===== src/rtl/core/i2cm_pkg.sv =====
// Shared types and constants for the I2C master byte engine.
// No dependencies; every other file of the block but the checker refers to it by scoped names.
`default_nettype none
package i2cm_pkg;

  // command codes carried in the action field
  localparam logic [2:0] ACT_TICK  = 3'd0;
  localparam logic [2:0] ACT_START = 3'd1;
  localparam logic [2:0] ACT_STOP  = 3'd2;
  localparam logic [2:0] ACT_WRITE = 3'd3;
  localparam logic [2:0] ACT_READ  = 3'd4;
  localparam logic [2:0] ACT_ACK   = 3'd5;
  localparam logic [2:0] ACT_NAK   = 3'd6;

  // configuration register indexes
  localparam logic CFG_PHASE_TICKS = 1'b0;
  localparam logic CFG_ACK_POLL    = 1'b1;

  localparam logic [15:0] PHASE_TICKS_RST = 16'd100;
  localparam logic [7:0]  ACK_POLL_RST    = 8'd50;

  typedef struct packed {
    logic [2:0] action;
    logic [7:0] write_data;
    logic       sda_in;
  } item_t;

  typedef struct packed {
    logic       scl_level;
    logic       sda_level;
    logic       sda_drive;
    logic       busy_res;
    logic       done_res;
    logic [7:0] read_data;
    logic       ack_seen;
  } result_t;

endpackage
`default_nettype wire


===== src/rtl/core/i2cm_cfg_regs.sv =====
// Configuration registers of the I2C master byte engine: unit length and ACK poll limit.
// Depends on i2cm_pkg.
`default_nettype none
module i2cm_cfg_regs (
  input  wire logic        clk,
  input  wire logic        rst_n,
  input  wire logic        cfg_valid,
  output logic             cfg_ready,
  input  wire logic        cfg_index,
  input  wire logic [15:0] cfg_wdata,
  output logic [15:0]      phase_ticks,
  output logic [7:0]       ack_poll_limit
);

  logic [15:0] phase_ticks_r;
  logic [7:0]  ack_poll_r;

  assign cfg_ready      = 1'b1;
  assign phase_ticks    = phase_ticks_r;
  assign ack_poll_limit = ack_poll_r;

  always_ff @(posedge clk) begin
    if (!rst_n) begin
      phase_ticks_r <= i2cm_pkg::PHASE_TICKS_RST;
      ack_poll_r    <= i2cm_pkg::ACK_POLL_RST;
    end else if (cfg_valid && cfg_ready) begin
      unique case (cfg_index)
        i2cm_pkg::CFG_PHASE_TICKS: phase_ticks_r <= cfg_wdata;
        i2cm_pkg::CFG_ACK_POLL:    ack_poll_r    <= cfg_wdata[7:0];
        default: ;
      endcase
    end
  end

endmodule
`default_nettype wire


===== src/rtl/core/i2cm_in_stage.sv =====
// Input register of the I2C master byte engine: holds one tick word until the engine takes it.
// Depends on i2cm_pkg.
`default_nettype none
module i2cm_in_stage (
  input  wire logic            clk,
  input  wire logic            rst_n,
  input  wire logic            in_valid,
  output logic                 in_stall,
  input  wire i2cm_pkg::item_t in_item,
  input  wire logic            advance,
  output logic                 s1_valid,
  output i2cm_pkg::item_t      s1_item
);

  logic            valid_r;
  i2cm_pkg::item_t item_r;
  logic            load;

  assign in_stall = valid_r && !advance;
  assign load     = in_valid && !in_stall;
  assign s1_valid = valid_r;
  assign s1_item  = item_r;

  always_ff @(posedge clk) begin
    if (!rst_n) begin
      valid_r <= 1'b0;
    end else if (load) begin
      valid_r <= 1'b1;
    end else if (advance) begin
      valid_r <= 1'b0;
    end
  end

  always_ff @(posedge clk) begin
    if (load) begin
      item_r <= in_item;
    end
  end

endmodule
`default_nettype wire


===== src/rtl/core/i2cm_engine.sv =====
// Line sequencer of the I2C master byte engine: advances the bus state by one tick per word
// and registers the resulting line levels. Depends on i2cm_pkg.
`default_nettype none
module i2cm_engine (
  input  wire logic            clk,
  input  wire logic            rst_n,
  input  wire logic            s1_valid,
  input  wire i2cm_pkg::item_t s1_item,
  output logic                 advance,
  input  wire logic [15:0]     phase_ticks,
  input  wire logic [7:0]      ack_poll_limit,
  output logic                 out_valid,
  input  wire logic            out_stall,
  output i2cm_pkg::result_t    out_result
);

  typedef enum logic [3:0] {
    ST_IDLE  = 4'd0,
    ST_START = 4'd1,
    ST_STOP  = 4'd2,
    ST_WBIT  = 4'd3,
    ST_ACKW  = 4'd4,
    ST_RBIT  = 4'd5,
    ST_MACK  = 4'd6
  } state_t;

  state_t            state_r, state_nxt;
  logic [15:0]       pc_r, pc_nxt;
  logic [1:0]        uc_r, uc_nxt;
  logic [1:0]        pstep_r, pstep_nxt;
  logic [3:0]        bit_r, bit_nxt;
  logic [7:0]        shift_r, shift_nxt;
  logic [7:0]        poll_r, poll_nxt;
  logic              scl_r, scl_nxt;
  logic              sda_r, sda_nxt;
  logic              drv_r, drv_nxt;
  logic              ack_r, ack_nxt;
  logic [7:0]        rbyte_r, rbyte_nxt;
  logic              done_nxt;
  logic              out_valid_r;
  i2cm_pkg::result_t result_r, result_nxt;

  logic [16:0] pc_inc;
  logic [15:0] period;
  logic [1:0]  uc_inc;
  logic [1:0]  units_max;
  logic [3:0]  bit_inc;

  assign advance    = s1_valid && (!out_valid_r || !out_stall);
  assign out_valid  = out_valid_r;
  assign out_result = result_r;
  assign period     = (phase_ticks == 16'd0) ? 16'd1 : phase_ticks;

  always_comb begin
    state_nxt = state_r;
    pc_nxt    = pc_r;
    uc_nxt    = uc_r;
    pstep_nxt = pstep_r;
    bit_nxt   = bit_r;
    shift_nxt = shift_r;
    poll_nxt  = poll_r;
    scl_nxt   = scl_r;
    sda_nxt   = sda_r;
    drv_nxt   = drv_r;
    ack_nxt   = ack_r;
    rbyte_nxt = rbyte_r;
    done_nxt  = 1'b0;
    pc_inc    = 17'd0;
    uc_inc    = 2'd0;
    units_max = 2'd1;
    bit_inc   = 4'd0;

    // take a command only while idle
    if (state_r == ST_IDLE && s1_item.action >= i2cm_pkg::ACT_START &&
        s1_item.action <= i2cm_pkg::ACT_NAK) begin
      pc_nxt    = 16'd0;
      uc_nxt    = 2'd0;
      pstep_nxt = 2'd0;
      bit_nxt   = 4'd0;
      poll_nxt  = 8'd0;
      unique case (s1_item.action)
        i2cm_pkg::ACT_START: begin
          state_nxt = ST_START; drv_nxt = 1'b1; sda_nxt = 1'b1; scl_nxt = 1'b1;
        end
        i2cm_pkg::ACT_STOP: begin
          state_nxt = ST_STOP; drv_nxt = 1'b1; sda_nxt = 1'b0; scl_nxt = 1'b1;
        end
        i2cm_pkg::ACT_WRITE: begin
          state_nxt = ST_WBIT; drv_nxt = 1'b1;
          sda_nxt   = s1_item.write_data[7];
          shift_nxt = {s1_item.write_data[6:0], 1'b0};
        end
        i2cm_pkg::ACT_READ: begin
          state_nxt = ST_RBIT; drv_nxt = 1'b0; shift_nxt = 8'd0;
        end
        default: begin
          state_nxt = ST_MACK; drv_nxt = 1'b1;
          sda_nxt   = (s1_item.action == i2cm_pkg::ACT_NAK);
        end
      endcase
    end

    if (state_nxt != ST_IDLE) begin
      units_max = (state_nxt == ST_START || state_nxt == ST_STOP) ? 2'd3 : 2'd1;
      pc_inc    = {1'b0, pc_nxt} + 17'd1;
      if (pc_inc < {1'b0, period}) begin
        pc_nxt = pc_inc[15:0];
      end else begin
        pc_nxt = 16'd0;
        uc_inc = uc_nxt + 2'd1;
        if (uc_inc < units_max) begin
          uc_nxt = uc_inc;
        end else begin
          uc_nxt  = 2'd0;
          bit_inc = bit_nxt + 4'd1;
          // end of phase: move the lines to the next step
          unique case (state_nxt)
            ST_START: begin
              if (pstep_nxt == 2'd0) begin
                sda_nxt = 1'b0; pstep_nxt = 2'd1;
              end else if (pstep_nxt == 2'd1) begin
                scl_nxt = 1'b0; pstep_nxt = 2'd2;
              end else begin
                state_nxt = ST_IDLE; pstep_nxt = 2'd0; done_nxt = 1'b1;
              end
            end
            ST_STOP: begin
              if (pstep_nxt == 2'd0) begin
                sda_nxt = 1'b1; pstep_nxt = 2'd1;
              end else begin
                drv_nxt = 1'b0;
                state_nxt = ST_IDLE; pstep_nxt = 2'd0; done_nxt = 1'b1;
              end
            end
            ST_WBIT: begin
              if (pstep_nxt == 2'd0) begin
                scl_nxt = 1'b1; pstep_nxt = 2'd1;
              end else if (pstep_nxt == 2'd1) begin
                scl_nxt = 1'b0; pstep_nxt = 2'd2;
              end else begin
                bit_nxt   = bit_inc;
                pstep_nxt = 2'd0;
                if (bit_inc >= 4'd8) begin
                  state_nxt = ST_ACKW; drv_nxt = 1'b0; sda_nxt = 1'b1; poll_nxt = 8'd0;
                end else begin
                  sda_nxt   = shift_nxt[7];
                  shift_nxt = {shift_nxt[6:0], 1'b0};
                end
              end
            end
            ST_ACKW: begin
              if (pstep_nxt == 2'd0) begin
                scl_nxt = 1'b1; pstep_nxt = 2'd1;
              end else if (pstep_nxt == 2'd1) begin
                // give up once the poll budget is spent, else look for SDA low
                if (poll_nxt >= ack_poll_limit) begin
                  ack_nxt = 1'b0; scl_nxt = 1'b0; pstep_nxt = 2'd2;
                end else if (!s1_item.sda_in) begin
                  ack_nxt = 1'b1; scl_nxt = 1'b0; pstep_nxt = 2'd2;
                end else begin
                  poll_nxt = poll_nxt + 8'd1;
                end
              end else begin
                drv_nxt = 1'b1; sda_nxt = 1'b1;
                state_nxt = ST_IDLE; pstep_nxt = 2'd0; done_nxt = 1'b1;
              end
            end
            ST_RBIT: begin
              if (pstep_nxt == 2'd0) begin
                scl_nxt = 1'b1; pstep_nxt = 2'd1;
              end else if (pstep_nxt == 2'd1) begin
                shift_nxt = {shift_nxt[6:0], s1_item.sda_in};
                scl_nxt   = 1'b0; pstep_nxt = 2'd2;
              end else begin
                bit_nxt   = bit_inc;
                pstep_nxt = 2'd0;
                if (bit_inc >= 4'd8) begin
                  rbyte_nxt = shift_nxt;
                  state_nxt = ST_IDLE; done_nxt = 1'b1;
                end
              end
            end
            ST_MACK: begin
              if (pstep_nxt == 2'd0) begin
                scl_nxt = 1'b1; pstep_nxt = 2'd1;
              end else if (pstep_nxt == 2'd1) begin
                scl_nxt = 1'b0; pstep_nxt = 2'd2;
              end else begin
                state_nxt = ST_IDLE; pstep_nxt = 2'd0; done_nxt = 1'b1;
              end
            end
            default: begin
              state_nxt = ST_IDLE; pstep_nxt = 2'd0; done_nxt = 1'b1;
            end
          endcase
        end
      end
    end

    result_nxt.scl_level = scl_nxt;
    result_nxt.sda_level = sda_nxt;
    result_nxt.sda_drive = drv_nxt;
    result_nxt.busy_res  = (state_nxt != ST_IDLE);
    result_nxt.done_res  = done_nxt;
    result_nxt.read_data = rbyte_nxt;
    result_nxt.ack_seen  = ack_nxt;
  end

  always_ff @(posedge clk) begin
    if (!rst_n) begin
      state_r     <= ST_IDLE;
      pc_r        <= 16'd0;
      uc_r        <= 2'd0;
      pstep_r     <= 2'd0;
      bit_r       <= 4'd0;
      shift_r     <= 8'd0;
      poll_r      <= 8'd0;
      scl_r       <= 1'b1;
      sda_r       <= 1'b1;
      drv_r       <= 1'b0;
      ack_r       <= 1'b0;
      rbyte_r     <= 8'd0;
      out_valid_r <= 1'b0;
    end else begin
      if (advance) begin
        state_r  <= state_nxt;
        pc_r     <= pc_nxt;
        uc_r     <= uc_nxt;
        pstep_r  <= pstep_nxt;
        bit_r    <= bit_nxt;
        shift_r  <= shift_nxt;
        poll_r   <= poll_nxt;
        scl_r    <= scl_nxt;
        sda_r    <= sda_nxt;
        drv_r    <= drv_nxt;
        ack_r    <= ack_nxt;
        rbyte_r  <= rbyte_nxt;
        result_r <= result_nxt;
        out_valid_r <= 1'b1;
      end else if (!out_stall) begin
        out_valid_r <= 1'b0;
      end
    end
  end

endmodule
`default_nettype wire


===== src/rtl/core/i2c_master_byte_engine.sv =====
// Top level of the I2C master byte engine: configuration registers, input register and
// line sequencer. Depends on i2cm_pkg, i2cm_cfg_regs, i2cm_in_stage and i2cm_engine.
//
// Usage:
//   Each input word is one bus tick, carrying an optional command (start, stop, write byte,
//   read byte, send ACK, send NAK), the byte to write and the sampled SDA level. Commands
//   offered while a command is running are ignored. Every input word yields exactly one
//   result word with the SCL/SDA levels, SDA drive enable, busy, done pulse, last read byte
//   and last ACK status, all taken after that tick.
//   The configuration port sets the ticks per phase unit and the ACK poll limit; write it
//   only while the engine is idle. cfg_ready is always high.
//   A word accepted into the input register is processed by the registered next-state pass
//   and its result is offered from the result register. Throughput: one word per cycle,
//   set by that single pass from the input register, while the result side does not stall.
//   When the result side stalls, the result holds, the input register keeps one word and
//   in_stall rises until the result is taken.
//   Reset: synchronous; the bus idles with SCL and SDA high, SDA released, no word held,
//   ticks per unit 100 and ACK poll limit 50.
`default_nettype none
module i2c_master_byte_engine (
  input  wire logic        clk,
  input  wire logic        rst_n,
  input  wire logic        in_valid,
  output logic             in_stall,
  input  wire logic [2:0]  in_action,
  input  wire logic [7:0]  in_write_data,
  input  wire logic        in_sda_in,
  output logic             out_valid,
  input  wire logic        out_stall,
  output logic             out_scl_level,
  output logic             out_sda_level,
  output logic             out_sda_drive,
  output logic             out_busy_res,
  output logic             out_done_res,
  output logic [7:0]       out_read_data,
  output logic             out_ack_seen,
  input  wire logic        cfg_valid,
  output logic             cfg_ready,
  input  wire logic        cfg_index,
  input  wire logic [15:0] cfg_wdata
);

  logic              [15:0] phase_ticks;
  logic              [7:0]  ack_poll_limit;
  i2cm_pkg::item_t          in_item;
  i2cm_pkg::item_t          s1_item;
  logic                     s1_valid;
  logic                     advance;
  i2cm_pkg::result_t        result;

  assign in_item.action     = in_action;
  assign in_item.write_data = in_write_data;
  assign in_item.sda_in     = in_sda_in;

  i2cm_cfg_regs u_cfg (
    .clk            (clk),
    .rst_n          (rst_n),
    .cfg_valid      (cfg_valid),
    .cfg_ready      (cfg_ready),
    .cfg_index      (cfg_index),
    .cfg_wdata      (cfg_wdata),
    .phase_ticks    (phase_ticks),
    .ack_poll_limit (ack_poll_limit)
  );

  i2cm_in_stage u_in (
    .clk      (clk),
    .rst_n    (rst_n),
    .in_valid (in_valid),
    .in_stall (in_stall),
    .in_item  (in_item),
    .advance  (advance),
    .s1_valid (s1_valid),
    .s1_item  (s1_item)
  );

  i2cm_engine u_eng (
    .clk            (clk),
    .rst_n          (rst_n),
    .s1_valid       (s1_valid),
    .s1_item        (s1_item),
    .advance        (advance),
    .phase_ticks    (phase_ticks),
    .ack_poll_limit (ack_poll_limit),
    .out_valid      (out_valid),
    .out_stall      (out_stall),
    .out_result     (result)
  );

  assign out_scl_level = result.scl_level;
  assign out_sda_level = result.sda_level;
  assign out_sda_drive = result.sda_drive;
  assign out_busy_res  = result.busy_res;
  assign out_done_res  = result.done_res;
  assign out_read_data = result.read_data;
  assign out_ack_seen  = result.ack_seen;

endmodule
`default_nettype wire


===== config.mk =====
export PLATFORM = sky130hd
export DESIGN_NAME = i2c_master_byte_engine
export DESIGN_NICKNAME = d
export VERILOG_FILES = /design/src/rtl/core/i2cm_pkg.sv /design/src/rtl/core/i2cm_cfg_regs.sv /design/src/rtl/core/i2cm_in_stage.sv /design/src/rtl/core/i2cm_engine.sv /design/src/rtl/core/i2c_master_byte_engine.sv
export SDC_FILE = /design/constraint.sdc
export NUM_CORES = 1
export LEC_CHECK = 0
export BUFFER_PORTS_ARGS = -buffer_cell sky130_fd_sc_hd__buf_2
export CORE_UTILIZATION = 30
export DETAILED_ROUTE_END_ITERATION = 6
export GPL_ROUTABILITY_DRIVEN = 0
export PLACE_DENSITY = 0.43
export SLEW_MARGIN = 40
export SYNTH_ARGS = -nofsm -noshare
export SYNTH_HDL_FRONTEND = slang
export SYNTH_HIERARCHICAL = 1
export SYNTH_SLANG_ARGS = --single-unit

===== constraint.sdc =====
create_clock -name clk -period 6.86 [get_ports clk]
set_clock_uncertainty 0.1 [all_clocks]
set_input_delay 1.715 -clock clk [delete_from_list [all_inputs] [get_ports clk]]
set_output_delay 1.715 -clock clk [all_outputs]
set_load 0.03 [all_outputs]

Word-level counts from Yosys, hierarchy flattened

Cells that the tools add are included.

Add/subtract/negate cells: 4
Order comparisons: 6
Equal/unequal tests: 13
Muxes and demuxes: 130
Bitwise gates (word level): 2
Reduce and logical (&&, ||, !) cells: 26

Operator list:

| operator              | number |
|---|---|
| $mux 8                | 27 |
| $mux 4                | 20 |
| $mux 16               | 4 |
| $mux 1                | 53 |
| $pmux 8 s2            | 3 |
| $mux 2                | 15 |
| $add 16x1->17 const B | 1 |
| $lt 17x16->1          | 1 |
| $logic_not 16->1      | 1 |
| $pmux 4 s4            | 1 |
| $eq 4x3->1 const B    | 3 |
| $pmux 1 s4            | 3 |
| $pmux 3 s4            | 1 |
| $reduce_or 3->1       | 3 |
| $add 8x1->8 const B   | 1 |
| $eq 4x2->1 const B    | 2 |
| $ge 8x8->1            | 1 |
| $reduce_bool 4->1     | 2 |
| $eq 3x2->1 const B    | 2 |
| $eq 3x3->1 const B    | 2 |
| $pmux 1 s3            | 2 |
| $pmux 2 s3            | 1 |
| $reduce_and 2->1      | 3 |
| $logic_and 1x1->1     | 5 |
| other kinds (18)      | 24 |

Bits in registers: 108
Input bits: 34
Output and inout bits: 17
Word-level logic and storage cells: 207

Depth between registers and ports, before layout

Depth after elaboration: 14
Depth in mapped cells: 21
Gate-level depth less buffers: 18

By module

The synthesis kept the hierarchy.

By module, submodules not included:

| module        | instances | cells each | area each (um^2) | sequential area each (um^2) |
|---|---|---|---|---|
| i2cm_engine   | 1         | 670        | 5230.0           | 1561.5 |
| i2cm_cfg_regs | 1         | 106        | 979.7            | 480.5 |
| i2cm_in_stage | 1         | 16         | 407.9            | 380.4 |

Worst setup path before layout

OpenSTA, ideal clock, no wires.

Path kind: reg-to-reg
Start: register u_in.item_r (netlist bit u_in/s1_item[10])
End: register u_eng.result_r (netlist bit u_eng/out_result[1]), data pin
Library setup time: 260 ps
Arrival: 4504 ps
Required time: 6500 ps
Setup slack: 1996 ps
Cell stages (with the launch flop): 20
Buffers on the path: 2
Period minus slack after synthesis: 4864 ps
Path through: edfxtp_1 > clkbuf_1 > or3_1 > nand3_4 > clkbuf_1 > and2_1 > ha_1 > and4_1 > nand4_1 > xor2_1 > nor2_1 > ha_1 > nand4_1 > or3_1 > o2111a_1 > a311o_1 > nand2_2 > nand2_4 > nor2_2 > mux2_2

Word-level cells in the longest chain between the ends: 13
Elaborated cells between the ends (all ways): 37
Classes of those cells: add/sub: 3; order compare: 5; eq/ne: 8; mux: 16; reduce/logical: 5

Ends and longest elaborated chain:

| what                                                                   | RTL line            | source |
|---|---|---|
| start: declaration                                                     | i2cm_in_stage.sv:16 | `i2cm_pkg::item_t item_r;` |
| start signal: assignment                                               | i2cm_in_stage.sv:36 | `item_r <= in_item;` |
| parallel branches: the longest is 12 deep, another holds $add 16x1->17 | n/a                 |  |
| $mux 8 (*)                                                             | i2cm_engine.sv:103  | `if (state_nxt != ST_IDLE) begin` |
| net u_eng.rbyte_nxt[0]                                                 | i2cm_engine.sv:38   | `logic [7:0] rbyte_r, rbyte_nxt;` |
| end signal: assignment                                                 | i2cm_engine.sv:238  | `result_r <= result_nxt;` |
| end: declaration                                                       | i2cm_engine.sv:41   | `i2cm_pkg::result_t result_r, result_nxt;` |

Mark *: on every way through the listed nets, which the timed path passes.
A chain may end at the register's enable or synchronous reset.

Final worst setup path

Start: register u_eng.state_r[3]
End: register u_eng.result_r (netlist bit u_eng/out_result[3]), data pin

Word-level cells in the longest chain between the ends: 13
Elaborated cells between the ends (all ways): 30
Classes of those cells: add/sub: 3; order compare: 3; eq/ne: 4; mux: 14; reduce/logical: 6

Ends and longest elaborated chain:

| what                                                                   | RTL line           | source |
|---|---|---|
| start: declaration                                                     | i2cm_engine.sv:27  | `state_t state_r, state_nxt;` |
| start signal: assignment                                               | i2cm_engine.sv:226 | `state_r <= state_nxt;` |
| parallel branches: the longest is 12 deep, another holds $add 16x1->17 | n/a                |  |
| $mux 8 (*)                                                             | i2cm_engine.sv:103 |  |
| net u_eng.rbyte_nxt[2]                                                 | i2cm_engine.sv:38  |  |

Marked as above.

==> results.json <==
{
  "status": "finished, final reports clean",
  "final_max_slew_viol_count": 0,
  "path_cells": "nor4_4 -> nand3_4 -> and2_1 -> ha_1 -> and4_1 -> nand4_1 -> xor2_1 -> nor2_1 -> ha_1 -> nand4_1 -> or3_1 -> o2111a_1 -> a311o_1 -> nand2_2 -> nand2_4 -> nor2_2 -> mux2_2",
  "synth_flop_cell": "dfxtp_1",
  "setup-tns-final_ps": 0,
  "rsz0062_at_grt": "false",
  "worst_pin_slew_ps": 809,
  "fin_area_um2": 7420,
  "die_y_um": 151,
  "dp.cells": 1085,
  "htreeDepth": 3,
  "globalRouteOverflowTotal": 0,
  "max_freq_ghz": 0.172,
  "post_drt_via_cell_ratio": 5.62,
  "slowest_stage": "nor4_4",
  "clk_path_buf_depth": 2,
  "insertion_delay_ps": 360,
  "hold_path_class": "register to register",
  "avgSynthCellArea_um2": 8.36,
  "grt_use_total": 0.184,
  "r2r-end": "u_eng/out_result[3]",
  "hold-path-endpoint": "u_cfg/ack_poll_limit[6]",
  "slowest_delay_ps": 630,
  "finalSetupViolCount": 0,
  "fin_cells": 1101,
  "grt_pass1_wl_mm": 32.0,
  "r2r-start": "u_eng/state_r[3]",
  "ant_nets": 0,
  "die-area_um2": 22700,
  "start_kind": "register",
  "ctsHoldBuffers": 0,
  "syn_inst": 792,
  "placed_cell_area_um2": 7090,
  "dr.pass1.iters": 7,
  "period_minus_slack_ps": 5810,
  "yosysTopAreaCellShare": 0.248,
  "cts_tree": "yes",
  "clkSlewWorstSetupHoldPaths_ps": 80,
  "vias": 6183,
  "vdd_drop_max_v": 0.0000988,
  "synth.cell_area_um2": 6620,
  "fin_crit_sh": 0.846,
  "synth_cell_types": 83,
  "regToRegSetupSlack_ps": 1050,
  "ys_top_cells_by_count": "nand2_1 (89), dfxtp_1 (82), a21oi_1 (66)",
  "design.core.area_um2": 21400,
  "hold_ws_ps": 372,
  "crit_arrival_ps": 5820,
  "synth_top_cell_by_area": "dfxtp_1",
  "power_density_nw_per_um2": 211,
  "nets": 880,
  "worstPathMaxFanout": 28,
  "synth.area.top_cells": "dfxtp_1 (25%), edfxtp_1 (12%), nand2_1 (5.0%)",
  "yosysSeqAreaShare": 0.366,
  "holdCritStartpoint": "u_cfg/ack_poll_limit[6]",
  "synth_seq_cells": 108,
  "synth_fp_nets": 851,
  "numCtsBuffers": 9,
  "yosysMostFrequentCell": "nand2_1",
  "initialDrtViolationCount": 609,
  "slew_headroom": 0.459,
  "cts_root_buffer": "clkbuf_16",
  "diodes": 0,
  "drv_cap": 0,
  "critPathCaptureType": "register",
  "holdPathStages": 2,
  "area_growth_syn_to_layout_pct": 12.1,
  "grt_pass1_vias": 5630,
  "grt_max_degree": 63,
  "ioPinCount": 51,
  "leakagePower_nw": 2.73,
  "critPathKind": "register to register",
  "drive_gt1_frac": 0.132,
  "antenna_found_initial": 0,
  "r2r_cells": 17,
  "hold_viol": 0,
  "start_util": 0.310,
  "synthArstFlopShare": 0,
  "cts.sinks": 108,
  "postCtsSetupBuffers": 0,
  "cp.required_ps": 6870,
  "finalWirelength_mm": 20.1,
  "hpwl_mm": 14.5,
  "synth_edf_count": 26,
  "die_w_um": 151,
  "yosysWarnings": 6,
  "port_buffers": 49,
  "routedWlPerCell_um": 18.3,
  "ctsResizeCount": 0,
  "cp_top_family": "simple AND/OR/NAND/NOR gates",
  "drcViolationCount": 0,
  "critPathBufInv": 0,
  "fp-row-count": 53
}
## how the worst max path moves through the flow
stage	startpoint	end	slack (ps)	cells after the start
floorplan	u_in/s1_item[10]	u_eng/out_result[1]	2000	19
CTS	u_eng/state_r[3]	u_eng/out_result[3]	1160	17
finish	u_eng/state_r[3]	u_eng/out_result[3]	1050	17
global route	u_eng/state_r[3]	u_eng/out_result[7]	750	17
global placement	u_eng/state_r[3]	u_eng/out_result[1]	1400	17
detailed placement	u_eng/state_r[3]	u_eng/out_result[3]	1190	17
## kinds of logic after synthesis
family | count (synthesis) | share of synthesized area
simple gates | 301 | 0.232
buf+inv | 82 | 0.0531
other cells | 1 | 0.000567
xor+xnor | 17 | 0.0225
mux | 38 | 0.0590
flops | 108 | 0.366
fa+ha+maj | 26 | 0.0488
compound gates | 219 | 0.218
## routing by layer
| layer | wire length (um) | global-route usage |
|---|---|---|
| met2 | 8460 | 0.257 |
| met1 | 10100 | 0.277 |
| met4 | 250 | 0.0495 |
| met3 | 1340 | 0.0418 |
| met5 | 0 | 0 |
## cells in the final DEF (no fill, tap or decap), types with 4 or more instances in the layout
cell	count
buf_4	10
ha_1	25
edfxtp_1	26
or4_1	5
inv_1	40
o211ai_1	10
a21o_1	9
a31oi_1	10
a21oi_1	66
o21ai_0	43
nand3_1	42
nor4_1	9
a221oi_1	5
mux2_2	8
nand2_1	89
o221a_2	4
nand2b_1	8
nor3_1	17
mux2i_1	30
and3_1	8
and2_1	13
nand3b_1	4
or3_1	7
nor2_1	59
clkbuf_16	10
dfxtp_1	82
xor2_1	10
o21a_1	9
nand4_1	16
o22ai_1	13
xnor2_1	7
buf_2	49
## power breakdown
group	total, W	switching [W]	internal, W	leakage (nW)
Combinational	0.000289	0.000200	0.0000890	1.68
Clock	0.000573	0.000261	0.000312	0.157
Sequential	0.000701	0.0000240	0.000677	0.899
## registers in the layout (all words and copies together) (netlist names), 4 cells and up
name and cells:
u_cfg/phase_ticks 16, u_eng/pc_r 16, u_eng/out_result 14, u_in/s1_item 12
u_cfg/ack_poll_limit 8, u_eng/poll_r 8, u_eng/rbyte_r 8, u_eng/shift_r 8
u_eng/bit_r 4, u_eng/state_r 4
## per-stage QoR
stage                     setup WS (ps)  power (W)   util
after floorplan                    2000   0.000908      -
after global placement             1400   0.000996  0.332
after detailed placement           1190   0.000998  0.332
after CTS                          1160    0.00158  0.347
after global routing                749    0.00164  0.347
final                              1050    0.00156  0.347
## worst reg2reg max path, cell delays in order (launching register included)
cell and delay (ps):
dfxtp_1 450, nor4_4 630, nand3_4 460, and2_1 340, ha_1 220, and4_1 260, nand4_1 120, xor2_1 180
nor2_1 80, ha_1 310, nand4_1 130, or3_1 370, o2111a_1 260, a311o_1 380, nand2_2 290, nand2_4 170
nor2_2 430, mux2_2 400
## cell type report
cell class | count | area [um2]
fillers | 2234 | 13900
multi-input cells | 602 | 3850
flip-flops and latches | 108 | 2420
well taps | 275 | 344
repair buffers | 59 | 320
clock buffers | 10 | 250
inverters | 41 | 154
clock inverters | 6 | 75.1
Note: power is estimated with default switching activity, not from simulation.
